===== src/lgh_pkg.sv =====
`default_nettype none

package lgh_pkg;

  localparam int CFG_IDX_W  = 3;
  localparam int CFG_DATA_W = 16;

  localparam int DIST_W  = 16;
  localparam int DPS_W   = 16;
  localparam int DEG_W   = 9;
  localparam int SIDE_W  = 8;
  localparam int ANG_W   = 17;
  localparam int FORCE_W = 16;

  localparam logic [CFG_IDX_W-1:0] CFG_VIEW_DIST  = 3'd0;
  localparam logic [CFG_IDX_W-1:0] CFG_CLOSE_DIST = 3'd1;
  localparam logic [CFG_IDX_W-1:0] CFG_DEG_STEP   = 3'd2;
  localparam logic [CFG_IDX_W-1:0] CFG_MIN_GAP    = 3'd3;
  localparam logic [CFG_IDX_W-1:0] CFG_MIN_CLOSE  = 3'd4;
  localparam logic [CFG_IDX_W-1:0] CFG_SIDE_OFF   = 3'd5;

  localparam logic [DIST_W-1:0] RST_VIEW_DIST  = 16'd1000;
  localparam logic [DIST_W-1:0] RST_CLOSE_DIST = 16'd130;
  localparam logic [DPS_W-1:0]  RST_DEG_STEP   = 16'd16384;
  localparam logic [DEG_W-1:0]  RST_MIN_GAP    = 9'd20;
  localparam logic [DEG_W-1:0]  RST_MIN_CLOSE  = 9'd110;
  localparam logic [SIDE_W-1:0] RST_SIDE_OFF   = 8'd15;

  // -135 degrees in half-sample Q17 units, rounding half, saturation bounds
  localparam int BASE_HALF_Q17 = 135 * 131072;
  localparam int ROUND_HALF    = 256;
  localparam int ROUND_SHIFT   = 9;
  localparam int ANG_MAX       = 65535;
  localparam int ANG_MIN       = -65536;

  localparam logic signed [ANG_W-1:0] NONE_HEADING = 17'sd46080;
  localparam int WIDE_DEG = 30;
  localparam int ROW_DEG  = 180;

  // force magnitude = floor((32*|h| + 7) / 15), clamped
  localparam int Y_W         = 18;
  localparam int FORCE_BIAS  = 7;
  localparam int RCP_W       = 15;
  localparam int RECIP_15    = 17476;
  localparam int RCP_SHIFT   = 18;
  localparam int DIV_BY      = 15;
  localparam int CLAMP_ABS   = 7680;
  localparam int FORCE_MAX   = 16384;

  typedef struct packed {
    logic [DIST_W-1:0] view_dist;
    logic [DIST_W-1:0] close_dist;
    logic [DPS_W-1:0]  deg_step;
    logic [DEG_W-1:0]  min_gap;
    logic [DEG_W-1:0]  min_close;
    logic [SIDE_W-1:0] side_off;
  } cfg_t;

  typedef enum logic [2:0] {
    MUL_FAR,
    MUL_NEAR,
    MUL_CENTER,
    MUL_EDGE_LO,
    MUL_EDGE_HI,
    MUL_BEST
  } mul_sel_e;

  typedef struct packed {
    logic     accept;
    logic     mul_en;
    mul_sel_e mul_sel;
    logic     cmp_far;
    logic     ang_center;
    logic     ang_edge_lo;
    logic     ang_edge_hi;
    logic     take_best;
    logic     advance;
    logic     out_mul;
    logic     load_out;
  } cmd_t;

  typedef struct packed {
    logic qualify;
    logic wide;
    logic last;
    logic out_busy;
  } stat_t;

endpackage

`default_nettype wire


===== src/lidar_gap_heading_finder.sv =====
`default_nettype none

// Channel  Handshake               Payload
// in       in_valid_i/in_ready_o   range_mm_i, last_sample_i
// out      out_valid_o/out_ready_i steer_force_o, heading_angle_o, row_exit_o, blocked_o
// cfg      cfg_we_i                cfg_idx_i, cfg_data_i
//
// Samples run ST_MUL_FAR, ST_MUL_NEAR, ST_CHECK; closing a qualifying gap adds ST_CENTER
// and ST_UPDATE, a wide gap also ST_EDGE_LO and ST_EDGE_HI, in turn on the shared
// multiplier, used once per cycle; a scan's last sample adds ST_OUT_MUL and ST_OUT_LOAD.
// Reset restores the register defaults and clears the scan state at once.
// A held result stalls the input only once the next scan's result is ready to load.

module lidar_gap_heading_finder #(
  parameter int MAX_SAMPLES = 4096,
  parameter int RANGE_BITS  = 16
) (
  input  logic                                 clk_i,
  input  logic                                 rst_ni,
  input  logic                                 cfg_we_i,
  input  logic [lgh_pkg::CFG_IDX_W-1:0]        cfg_idx_i,
  input  logic [lgh_pkg::CFG_DATA_W-1:0]       cfg_data_i,
  input  logic                                 in_valid_i,
  output logic                                 in_ready_o,
  input  logic [RANGE_BITS-1:0]                range_mm_i,
  input  logic                                 last_sample_i,
  output logic                                 out_valid_o,
  input  logic                                 out_ready_i,
  output logic signed [lgh_pkg::FORCE_W-1:0]   steer_force_o,
  output logic signed [lgh_pkg::ANG_W-1:0]     heading_angle_o,
  output logic                                 row_exit_o,
  output logic                                 blocked_o
);
  import lgh_pkg::*;

  cfg_t  cfg;
  cmd_t  cmd;
  stat_t stat;

  lgh_cfg u_cfg (
    .clk_i      (clk_i),
    .rst_ni     (rst_ni),
    .cfg_we_i   (cfg_we_i),
    .cfg_idx_i  (cfg_idx_i),
    .cfg_data_i (cfg_data_i),
    .cfg_o      (cfg)
  );

  lgh_ctrl u_ctrl (
    .clk_i      (clk_i),
    .rst_ni     (rst_ni),
    .in_valid_i (in_valid_i),
    .in_ready_o (in_ready_o),
    .stat_i     (stat),
    .cmd_o      (cmd)
  );

  lgh_dp #(
    .MAX_SAMPLES (MAX_SAMPLES),
    .RANGE_BITS  (RANGE_BITS)
  ) u_dp (
    .clk_i           (clk_i),
    .rst_ni          (rst_ni),
    .cfg_i           (cfg),
    .cmd_i           (cmd),
    .stat_o          (stat),
    .range_mm_i      (range_mm_i),
    .last_sample_i   (last_sample_i),
    .out_ready_i     (out_ready_i),
    .out_valid_o     (out_valid_o),
    .steer_force_o   (steer_force_o),
    .heading_angle_o (heading_angle_o),
    .row_exit_o      (row_exit_o),
    .blocked_o       (blocked_o)
  );

endmodule

`default_nettype wire


===== src/lgh_cfg.sv =====
`default_nettype none

module lgh_cfg (
  input  logic                               clk_i,
  input  logic                               rst_ni,
  input  logic                               cfg_we_i,
  input  logic [lgh_pkg::CFG_IDX_W-1:0]      cfg_idx_i,
  input  logic [lgh_pkg::CFG_DATA_W-1:0]     cfg_data_i,
  output lgh_pkg::cfg_t                      cfg_o
);
  import lgh_pkg::*;

  cfg_t cfg_q, cfg_d;

  always_comb begin
    cfg_d = cfg_q;
    if (cfg_we_i) begin
      case (cfg_idx_i)
        CFG_VIEW_DIST:  cfg_d.view_dist  = cfg_data_i[DIST_W-1:0];
        CFG_CLOSE_DIST: cfg_d.close_dist = cfg_data_i[DIST_W-1:0];
        CFG_DEG_STEP:   cfg_d.deg_step   = cfg_data_i[DPS_W-1:0];
        CFG_MIN_GAP:    cfg_d.min_gap    = cfg_data_i[DEG_W-1:0];
        CFG_MIN_CLOSE:  cfg_d.min_close  = cfg_data_i[DEG_W-1:0];
        CFG_SIDE_OFF:   cfg_d.side_off   = cfg_data_i[SIDE_W-1:0];
        default:        cfg_d = cfg_q;
      endcase
    end
  end

  always_ff @(posedge clk_i or negedge rst_ni) begin
    if (!rst_ni) begin
      cfg_q.view_dist  <= RST_VIEW_DIST;
      cfg_q.close_dist <= RST_CLOSE_DIST;
      cfg_q.deg_step   <= RST_DEG_STEP;
      cfg_q.min_gap    <= RST_MIN_GAP;
      cfg_q.min_close  <= RST_MIN_CLOSE;
      cfg_q.side_off   <= RST_SIDE_OFF;
    end else begin
      cfg_q <= cfg_d;
    end
  end

  assign cfg_o = cfg_q;

endmodule

`default_nettype wire


===== src/lgh_ctrl.sv =====
`default_nettype none

module lgh_ctrl (
  input  logic           clk_i,
  input  logic           rst_ni,
  input  logic           in_valid_i,
  output logic           in_ready_o,
  input  lgh_pkg::stat_t stat_i,
  output lgh_pkg::cmd_t  cmd_o
);
  import lgh_pkg::*;

  typedef enum logic [3:0] {
    ST_IDLE,
    ST_MUL_FAR,
    ST_MUL_NEAR,
    ST_CHECK,
    ST_CENTER,
    ST_EDGE_LO,
    ST_EDGE_HI,
    ST_UPDATE,
    ST_OUT_MUL,
    ST_OUT_LOAD
  } state_e;

  state_e state_q, state_d;
  logic   in_ready_q, in_ready_d;
  cmd_t   cmd;

  always_comb begin
    state_d = state_q;
    cmd     = '0;
    cmd.mul_sel = MUL_FAR;
    case (state_q)
      ST_IDLE: begin
        if (in_valid_i && in_ready_q) begin
          cmd.accept = 1'b1;
          state_d    = ST_MUL_FAR;
        end
      end
      ST_MUL_FAR: begin
        cmd.mul_en  = 1'b1;
        cmd.mul_sel = MUL_FAR;
        state_d     = ST_MUL_NEAR;
      end
      ST_MUL_NEAR: begin
        cmd.mul_en  = 1'b1;
        cmd.mul_sel = MUL_NEAR;
        cmd.cmp_far = 1'b1;
        state_d     = ST_CHECK;
      end
      ST_CHECK: begin
        cmd.mul_en  = 1'b1;
        cmd.mul_sel = MUL_CENTER;
        if (stat_i.qualify) begin
          state_d = ST_CENTER;
        end else begin
          cmd.advance = 1'b1;
          state_d     = stat_i.last ? ST_OUT_MUL : ST_IDLE;
        end
      end
      ST_CENTER: begin
        cmd.ang_center = 1'b1;
        cmd.mul_en     = 1'b1;
        cmd.mul_sel    = MUL_EDGE_LO;
        state_d        = stat_i.wide ? ST_EDGE_LO : ST_UPDATE;
      end
      ST_EDGE_LO: begin
        cmd.ang_edge_lo = 1'b1;
        cmd.mul_en      = 1'b1;
        cmd.mul_sel     = MUL_EDGE_HI;
        state_d         = ST_EDGE_HI;
      end
      ST_EDGE_HI: begin
        cmd.ang_edge_hi = 1'b1;
        state_d         = ST_UPDATE;
      end
      ST_UPDATE: begin
        cmd.take_best = 1'b1;
        cmd.advance   = 1'b1;
        state_d       = stat_i.last ? ST_OUT_MUL : ST_IDLE;
      end
      ST_OUT_MUL: begin
        cmd.mul_en  = 1'b1;
        cmd.mul_sel = MUL_BEST;
        cmd.out_mul = 1'b1;
        state_d     = ST_OUT_LOAD;
      end
      ST_OUT_LOAD: begin
        if (!stat_i.out_busy) begin
          cmd.load_out = 1'b1;
          state_d      = ST_IDLE;
        end
      end
      default: state_d = ST_IDLE;
    endcase
    in_ready_d = (state_d == ST_IDLE);
  end

  always_ff @(posedge clk_i or negedge rst_ni) begin
    if (!rst_ni) begin
      state_q    <= ST_IDLE;
      in_ready_q <= 1'b1;
    end else begin
      state_q    <= state_d;
      in_ready_q <= in_ready_d;
    end
  end

  assign in_ready_o = in_ready_q;
  assign cmd_o      = cmd;

endmodule

`default_nettype wire


===== src/lgh_dp.sv =====
`default_nettype none

module lgh_dp #(
  parameter int MAX_SAMPLES = 4096,
  parameter int RANGE_BITS  = 16
) (
  input  logic                                  clk_i,
  input  logic                                  rst_ni,
  input  lgh_pkg::cfg_t                         cfg_i,
  input  lgh_pkg::cmd_t                         cmd_i,
  output lgh_pkg::stat_t                        stat_o,
  input  logic [RANGE_BITS-1:0]                 range_mm_i,
  input  logic                                  last_sample_i,
  input  logic                                  out_ready_i,
  output logic                                  out_valid_o,
  output logic signed [lgh_pkg::FORCE_W-1:0]    steer_force_o,
  output logic signed [lgh_pkg::ANG_W-1:0]      heading_angle_o,
  output logic                                  row_exit_o,
  output logic                                  blocked_o
);
  import lgh_pkg::*;

  localparam int IDX_W   = $clog2(MAX_SAMPLES);
  localparam int CMP_W   = (RANGE_BITS > DIST_W) ? RANGE_BITS : DIST_W;
  localparam int P_W     = ((IDX_W > SIDE_W) ? IDX_W : SIDE_W) + 3;
  localparam int PROD_W  = P_W + DPS_W + 1;
  localparam int V_W     = ((PROD_W > 26) ? PROD_W : 26) + 1;
  localparam int RP_W    = Y_W + RCP_W;
  localparam int Q_W     = RP_W - RCP_SHIFT;
  localparam int R_W     = Y_W + 1;
  localparam logic [IDX_W-1:0] IDX_MAX = IDX_W'(MAX_SAMPLES - 1);

  function automatic logic [IDX_W-1:0] sat_inc(input logic [IDX_W-1:0] v);
    sat_inc = (v < IDX_MAX) ? v + IDX_W'(1) : v;
  endfunction

  function automatic logic [ANG_W-1:0] abs_ang(input logic signed [ANG_W-1:0] a);
    abs_ang = a[ANG_W-1] ? -a : a;
  endfunction

  function automatic logic signed [V_W-1:0] deg_limit(input logic [DEG_W-1:0] deg);
    deg_limit = $signed(V_W'({deg, 16'h0000}));
  endfunction

  function automatic logic signed [ANG_W-1:0] round_sat(input logic signed [PROD_W-1:0] p);
    logic signed [V_W-1:0] v;
    logic signed [V_W-1:0] t;
    v = V_W'(p) - V_W'(BASE_HALF_Q17) + V_W'(ROUND_HALF);
    t = v >>> ROUND_SHIFT;
    if (t > V_W'(ANG_MAX)) begin
      round_sat = ANG_W'(ANG_MAX);
    end else if (t < V_W'(ANG_MIN)) begin
      round_sat = ANG_W'(ANG_MIN);
    end else begin
      round_sat = t[ANG_W-1:0];
    end
  endfunction

  // scan state
  logic [IDX_W-1:0]        idx_q;
  logic [IDX_W-1:0]        far_run_q;
  logic [IDX_W-1:0]        near_run_q;
  logic [IDX_W-1:0]        best_run_q;
  logic signed [ANG_W-1:0] best_q;
  logic                    out_valid_q;

  // per-sample working registers
  logic                    far_q, near_q, last_q;
  logic                    qual_far_q, wide_q;
  logic signed [PROD_W-1:0] mul_q;
  logic signed [ANG_W-1:0] ang_q;
  logic [RP_W-1:0]         recip_q;

  logic signed [FORCE_W-1:0] out_force_q;
  logic signed [ANG_W-1:0]   out_heading_q;
  logic                      out_row_q;
  logic                      out_blocked_q;

  logic                    far, near_free;
  logic signed [P_W-1:0]   mul_a;
  logic signed [P_W-1:0]   two_i, two_h, two_off;
  logic signed [DPS_W:0]   mul_b;
  logic signed [ANG_W-1:0] ang_new;
  logic [ANG_W-1:0]        abs_best;
  logic                    clamp;
  logic [Y_W-1:0]          y;
  logic [Q_W-1:0]          q0, q;
  logic [R_W-1:0]          rem;
  logic signed [FORCE_W-1:0] mag, force_v;

  assign far       = CMP_W'(range_mm_i) > CMP_W'(cfg_i.view_dist);
  assign near_free = CMP_W'(range_mm_i) > CMP_W'(cfg_i.close_dist);

  assign two_i   = $signed(P_W'({idx_q, 1'b0}));
  assign two_h   = $signed(P_W'({far_run_q, 1'b0}));
  assign two_off = $signed(P_W'({cfg_i.side_off, 1'b0}));
  assign mul_b   = $signed({1'b0, cfg_i.deg_step});

  always_comb begin
    case (cmd_i.mul_sel)
      MUL_FAR:     mul_a = $signed(P_W'(far_run_q));
      MUL_NEAR:    mul_a = $signed(P_W'(near_run_q));
      MUL_CENTER:  mul_a = two_i - $signed(P_W'(far_run_q));
      MUL_EDGE_LO: mul_a = two_i - two_off;
      MUL_EDGE_HI: mul_a = two_i - two_h + two_off;
      MUL_BEST:    mul_a = $signed(P_W'(best_run_q));
      default:     mul_a = '0;
    endcase
  end

  assign ang_new = round_sat(mul_q);

  assign stat_o.qualify  = (!far_q || last_q) && qual_far_q
                           && (V_W'(mul_q) > deg_limit(cfg_i.min_close));
  assign stat_o.wide     = wide_q;
  assign stat_o.last     = last_q;
  assign stat_o.out_busy = out_valid_q && !out_ready_i;

  // force magnitude from the stored heading
  assign abs_best = abs_ang(best_q);
  assign clamp    = abs_best >= ANG_W'(CLAMP_ABS);
  assign y        = {abs_best[Y_W-6:0], 5'b00000} + Y_W'(FORCE_BIAS);
  assign q0       = recip_q[RP_W-1:RCP_SHIFT];
  assign rem      = R_W'(y) - R_W'(q0) * R_W'(DIV_BY);
  assign q        = (rem >= R_W'(DIV_BY)) ? q0 + Q_W'(1) : q0;
  assign mag      = clamp ? FORCE_W'(FORCE_MAX) : FORCE_W'(q);
  assign force_v  = (!best_q[ANG_W-1] && (best_q != '0)) ? -mag : mag;

  always_ff @(posedge clk_i or negedge rst_ni) begin
    if (!rst_ni) begin
      idx_q       <= '0;
      far_run_q   <= '0;
      near_run_q  <= '0;
      best_run_q  <= '0;
      best_q      <= NONE_HEADING;
      out_valid_q <= 1'b0;
    end else begin
      if (cmd_i.accept) begin
        if (far) begin
          far_run_q <= sat_inc(far_run_q);
        end
        if (near_free) begin
          near_run_q <= sat_inc(near_run_q);
        end
      end
      if (cmd_i.take_best && (abs_ang(ang_q) < abs_ang(best_q))) begin
        best_run_q <= far_run_q;
        best_q     <= ang_q;
      end
      if (cmd_i.advance) begin
        if (!far_q) begin
          far_run_q <= '0;
        end
        if (!near_q) begin
          near_run_q <= '0;
        end
        idx_q <= sat_inc(idx_q);
      end
      if (cmd_i.load_out) begin
        idx_q       <= '0;
        far_run_q   <= '0;
        near_run_q  <= '0;
        best_run_q  <= '0;
        best_q      <= NONE_HEADING;
        out_valid_q <= 1'b1;
      end else if (out_ready_i) begin
        out_valid_q <= 1'b0;
      end
    end
  end

  always_ff @(posedge clk_i) begin
    if (cmd_i.accept) begin
      far_q  <= far;
      near_q <= near_free;
      last_q <= last_sample_i;
    end
    if (cmd_i.mul_en) begin
      mul_q <= mul_a * mul_b;
    end
    if (cmd_i.cmp_far) begin
      qual_far_q <= V_W'(mul_q) > deg_limit(cfg_i.min_gap);
      wide_q     <= V_W'(mul_q) > deg_limit(DEG_W'(WIDE_DEG));
    end
    if (cmd_i.ang_center) begin
      ang_q <= ang_new;
    end
    if (cmd_i.ang_edge_lo && (abs_ang(ang_new) < abs_ang(ang_q))) begin
      ang_q <= ang_new;
    end
    if (cmd_i.ang_edge_hi) begin
      if ((ang_new < 0 && ang_q > 0) || (ang_new > 0 && ang_q < 0)) begin
        ang_q <= '0;
      end else if (abs_ang(ang_new) < abs_ang(ang_q)) begin
        ang_q <= ang_new;
      end
    end
    if (cmd_i.out_mul) begin
      recip_q <= RP_W'(y) * RP_W'(RECIP_15);
    end
    if (cmd_i.load_out) begin
      out_force_q   <= force_v;
      out_heading_q <= best_q;
      out_row_q     <= V_W'(mul_q) > deg_limit(DEG_W'(ROW_DEG));
      out_blocked_q <= (best_run_q == '0);
    end
  end

  assign out_valid_o     = out_valid_q;
  assign steer_force_o   = out_force_q;
  assign heading_angle_o = out_heading_q;
  assign row_exit_o      = out_row_q;
  assign blocked_o       = out_blocked_q;

endmodule

`default_nettype wire


===== config.mk =====
export PLATFORM = sky130hd
export DESIGN_NAME = lidar_gap_heading_finder
export DESIGN_NICKNAME = d
export VERILOG_FILES = /design/src/lgh_pkg.sv /design/src/lidar_gap_heading_finder.sv /design/src/lgh_cfg.sv /design/src/lgh_ctrl.sv /design/src/lgh_dp.sv
export SDC_FILE = /design/constraint.sdc
export NUM_CORES = 1
export LEC_CHECK = 0
export BUFFER_PORTS_ARGS = -buffer_cell sky130_fd_sc_hd__buf_2
export CAP_MARGIN = 20
export CORE_AREA = 5 5 271 379
export CTS_CLUSTER_SIZE = 28
export DETAILED_ROUTE_END_ITERATION = 10
export DIE_AREA = 0 0 276 384
export PLACE_DENSITY = 0.51
export SLEW_MARGIN = 10
export SYNTH_ARGS = -nofsm -noshare
export SYNTH_HDL_FRONTEND = slang
export SYNTH_HIERARCHICAL = 1
export SYNTH_SLANG_ARGS = --single-unit

===== constraint.sdc =====
create_clock -name clk_i -period 10.8 [get_ports clk_i]
set_input_delay 0.54 -clock clk_i [delete_from_list [all_inputs] [get_ports clk_i]]
set_output_delay 0.54 -clock clk_i [all_outputs]
set_load 0.02 [all_outputs]

# == After elaboration in Yosys (flattened, before gate mapping) ==
# Index checks and enable logic that the tools add are counted.
# op_classes
n_addsub,16
n_mul,3
magnitude_cmp,19
eq_ne,19
mux,54
reduce_logical,31
# op_table
operator,count
12-bit 2-to-1 mux,17
17-bit 2-to-1 mux,12
15-bit one-hot mux with 6 select lines,1
32-bit by 26-bit > comparator with 1-bit output,2
17-bit negator,3
4-bit one-hot mux with 10 select lines,1
12-bit by 1-bit adder with 12-bit output (second input constant),3
12-bit less-than comparator (second input constant),3
17-bit by 1-bit > comparator with 1-bit output (second input constant),2
17-bit by 1-bit less-than comparator with 1-bit output (second input constant),2
17-bit less-than comparator,2
33-bit by 10-bit adder with 33-bit output (second input constant),1
32-bit by 26-bit subtractor with 33-bit output (second input constant),1
16-bit > comparator,2
32-bit by 22-bit > comparator with 1-bit output (second input constant),1
32-bit by 25-bit > comparator with 1-bit output (second input constant),1
15-bit by 17-bit multiplier with 32-bit output,1
18-bit by 13-bit multiplier with 31-bit output (second input constant),1
15-bit 2-to-1 mux,2
24-bit by 17-bit > comparator with 1-bit output (second input constant),1
24-bit by 17-bit less-than comparator with 1-bit output (second input constant),1
4-bit one-hot mux with 6 select lines,1
19-bit by 4-bit greater-or-equal comparator with 1-bit output (second input constant),1
15-bit by 4-bit multiplier with 19-bit output (second input constant),1
other kinds (30),79
# totals
register_bits,265
input_bits,41
output_inout_bits,37
word_cells,168

# == Depth between registers and ports, before layout ==
# logic_depth
depth_word,13
ltp_mapped,42
mapped_depth_nobuf,41

# == Modules after synthesis ==
# Netlist, hierarchy kept.
# by_module_without_submodules
mod,n_inst,cells_per_inst,area_per_inst_um2
lgh_dp,1,2976,26132.6
lgh_cfg,1,161,2859.0
lgh_ctrl,1,54,419.2

# == Worst setup path after synthesis ==
# Ideal clock, no wire load.
# synth_path
path_type,register to register
start,register u_dp.idx_q[0]
end,"register u_dp.mul_q[31], data pin"
setup_time_ns,0.259
arrival_ns,9.297
required_ns,10.541
path_slack_ns,1.243
stages_incl_launch_ff,37
path_cell_list,dfrtp_1 > inv_1 > ha_1 > fa_1 > nor2b_1 > o21ai_0 > a21boi_1 > o21ai_0 > a21boi_0 > o21ai_1 > a2111o_1 > a311oi_1 > and4_1 > clkbuf_1 > clkbuf_1 > nor3_1 > nor3_1 > fa_1 > fa_1 > inv_1 > fa_1 > fa_1 > fa_1 > inv_1 > fa_1 > inv_1 > ha_1 > a21oi_1 > nor2_1 > a21oi_1 > and4b_1 > o31ai_1 > o41a_1 > and4_1 > a2111oi_0 > a21oi_1 > xnor2_1
# synth_between
elab_chain_cells,4
elab_cells_between_ends,6
cone_classes,add/sub (4); mul (1); mux (1)
# synth_rtl
item,line,text
from (decl),lgh_dp.sv:60,logic [IDX_W-1:0] idx_q;
from (signal assigned),lgh_dp.sv:157,idx_q <= sat_inc(idx_q);
13-bit by 13-bit subtractor with 14-bit output,lgh_dp.sv:105,MUL_EDGE_HI: mul_a = two_i - two_h + two_off;
15-bit by 10-bit adder with 15-bit output,lgh_dp.sv:105,
15-bit one-hot mux with 6 select lines (*),lgh_dp.sv:100,case (cmd_i.mul_sel)
15-bit by 17-bit multiplier with 32-bit output (*),lgh_dp.sv:179,mul_q <= mul_a * mul_b;
to (signal assigned),lgh_dp.sv:179,
to (decl),lgh_dp.sv:70,logic signed [PROD_W-1:0] mul_q;
# Every way passes the cells marked *; elsewhere a longest branch is shown, timed or not.
# A chain may end at the register's enable or synchronous reset.

# == Final worst setup path ==
# Ends and elaborated chain as after synthesis.

==> summary.txt <==
EDFF count, synth: 87
First-pass GRT wire length: 133 mm
Worst Max-Slew Pin Slew: 1110 ps
Core Util, Final: 0.329
Dpl hpwl: 68.2 mm
Crit path arrival time: 10,600 ps
Post-synth cell types: 108
Max-Cap Viols: 0
Setup WS pre-CTS: 251 ps
Net count, final: 3,865
CP dominant cell by count: fa_1
Clock root buffer: clkbuf_16
PnR worst setup slack: 534 ps
Final min period: 10,270 ps
Largest stage delay on the critical path: 590 ps
Drt via density: 4.99
Final Non-Filler Cells: 4,580
RSZ-0062 raised after global routing: false
Core area: 0.0991 mm2
Wirelength per Cell: 18.3 um
Hold Path Class: input pin to asynchronous set/reset pin
Die X: 276 um
IO Pins: 78
Post-DRT Antenna Nets: 0
Fmax: 0.0974 GHz
Final setup vio count: 0
WHS: -21.3 ps
CTS H-tree lvls: 1
Port Buf Inserts: 77
Die extent in y: 384 um
Avg Inst Size Synth: 9.22 um2
# rows: 137
DR DRC count: 0
CTS Hold Buffers Added: 0
Drt pass-1 iters: 6
Rel. slew slack: 0.257
Synth Cell Area: 0.0294 mm2
Global placer's final weighted congestion: 0.852
Required time worst endpoint: 11,130 ps
Synth async-reset ratio: 0.582
Initial DRC count: 1,172
Critical Path Source Type: flop
WL final: 83.9 mm
Area growth, synth to finish: 10.9%
Crit-path slowest cell: fa_1
Crit end category: flop
Initial antenna violation count: 0
TritonCTS buffer count: 30
Sequential fraction of the synthesis area: 0.225
Cell total after placement: 4,521
Final Slew Violations: 0
Vias after detailed routing: 22,800
CP Class: flop to flop
Vias in the first global route: 23,700
Status: finished with violations
Synth Flop Type: dfrtp_1
Final Hold Vio Count: 1
Failing checks: negative hold slack
Final Skew: 24.3 ps
CTS Sinks: 249
Initial Util: 0.297
Clock transition at path regs: 60 ps
Layout cells sized above 1: 0.108
Largest net degree at the start of global routing: 82
Crit share post-route: 0.951
Synth Register Bits: 249
Setup TNS Final: 0 ps
Syn nets: 3,822
Insertion delay to the later sink of the worst-skew pair: 600 ps
Die ar.: 0.106 mm2
Synthesized instance count: 3,191
GRT Total Usage: 0.155
GRT overflow: 0
Ys Warns: 6
Worst-path fanout max: 6
Clk buf depth: 3
CTS tree: yes
[path summary, 6_finish.rpt]
check / cells past startpoint / from / slack, ps / endpoint
setup reg to reg: 36 / u_dp/idx_q[0] / 530 / u_dp/mul_q[31]
min in group clk_i: 2 / cfg_data_i[10] / 240 / u_cfg/cfg_o[52]
max in group asynchronous: 2 / rst_ni / 9430 / u_dp/best_run_q[5]
hold / removal: 1 / rst_ni / -20 / u_dp/out_valid_o
setup / recovery: 36 / u_dp/idx_q[0] / 530 / u_dp/mul_q[31]
hold reg to reg: 1 / u_cfg/cfg_o[60] / 490 / u_cfg/cfg_o[60]
[synth_stat cells (24+ instances only)]
| cell | instances | area [um2] |
|---|---|---|
| and3_1 | 42 | 263 |
| nor2_1 | 181 | 679 |
| dfstp_2 | 25 | 657 |
| nand2_1 | 279 | 1050 |
| ha_1 | 355 | 4440 |
| nand3_1 | 71 | 355 |
| dfrtp_1 | 120 | 3000 |
| nand2b_1 | 71 | 444 |
| a21oi_1 | 106 | 531 |
| edfxtp_1 | 87 | 2610 |
| mux2i_1 | 57 | 571 |
| inv_1 | 434 | 1630 |
| or3_1 | 40 | 250 |
| fa_1 | 235 | 4700 |
| mux2_2 | 75 | 845 |
| nand4_1 | 44 | 275 |
| and2_1 | 55 | 344 |
| nor2b_1 | 27 | 169 |
| o21ai_0 | 84 | 420 |
| clkbuf_1 | 88 | 330 |
| xnor2_1 | 97 | 850 |
| nor3_1 | 77 | 385 |
| a21o_1 | 57 | 428 |
| a31oi_1 | 24 | 150 |
| o21a_1 | 39 | 293 |
| xor2_1 | 55 | 482 |
[worst max-delay path, delay by kind of cell (launching register included)]
kind / cells / cell delay [ps]
simple gates: 7 / 1160
flops: 1 / 430
fa+ha+maj: 10 / 4210
mux: 1 / 480
buf+inv: 4 / 280
xor+xnor: 2 / 300
compound gates: 12 / 3150
[per-stage QoR]
stage,cell area (um2),hold slack (ps)
after floorplan,29400,244
after global placement,31400,474
after detailed placement,31400,475
after CTS,32600,9.61
after global routing,32600,56.8
final,32600,-21.3
[cell type report]
class	count	area, um2
clock buffers	38	852
fillers	10500	66500
clock inverters	18	330
well taps	1320	1650
flip-flops and latches	249	6610
inverters	436	1640
multi-input cells	2387	20700
diodes	2	5.00
repair buffers	130	790
[metal layers]
layer / vias up / routed length, um / global-route usage / share of wire
met5: - / 0 / 0 / 0
met4: 0 / 2530 / 0.0452 / 0.030
met3: 122 / 2120 / 0.0139 / 0.025
met2: 390 / 46400 / 0.310 / 0.55
met1: 11300 / 32800 / 0.173 / 0.39
li1: 11000 / - / - / -
[cells in the final DEF, fill, tap and decap left out, types with 57 or more instances in the layout]
cell	n
inv_1	434
ha_1	355
nand2_1	279
fa_1	235
nor2_1	181
dfrtp_1	120
a21oi_1	105
xnor2_1	97
edfxtp_1	87
o21ai_0	84
buf_2	76
mux2_2	75
nor3_1	75
nand2b_1	71
nand3_1	71
mux2i_1	57
a21o_1	57
[what timing repair did]
action,CTS,global route
endpoints found under the hold margin,0,0
gates resized for setup,0,3
buffers inserted,0,1
endpoints found under the setup margin,0,2
[registers in the layout, summed over array words and instances, names as in the netlist, 4 cells and up]
register and flops:
u_dp/ang_q 17, u_dp/mul_q 32, u_dp/steer_force_o 16, u_dp/heading_angle_o 17, u_dp/best_run_q 12, u_dp/far_run_q 12, u_ctrl/state_q 4, u_dp/idx_q 12
u_dp/near_run_q 12, u_dp/recip_q 15, u_cfg/cfg_o 74, u_dp/best_q 17
[logic make-up (layout without fill, tap and decap cells)]
logic type               count (synthesis)  in the layout  synth area share
adder cells (fa/ha/maj)                590            590             0.311
XOR/XNOR                               153            153            0.0458
buffers and inverters                  555            622            0.0741
flip-flops                             249            249             0.225
AND/OR/NAND/NOR                        994            994             0.174
other                                    0              2                 0
multiplexers                           137            137            0.0512
AO/OA/AOI/OAI                          513            513             0.120
Power is left out: the tool's default activity adds up to more than one toggle a clock period on the data nets, which glitch-free logic cannot reach.
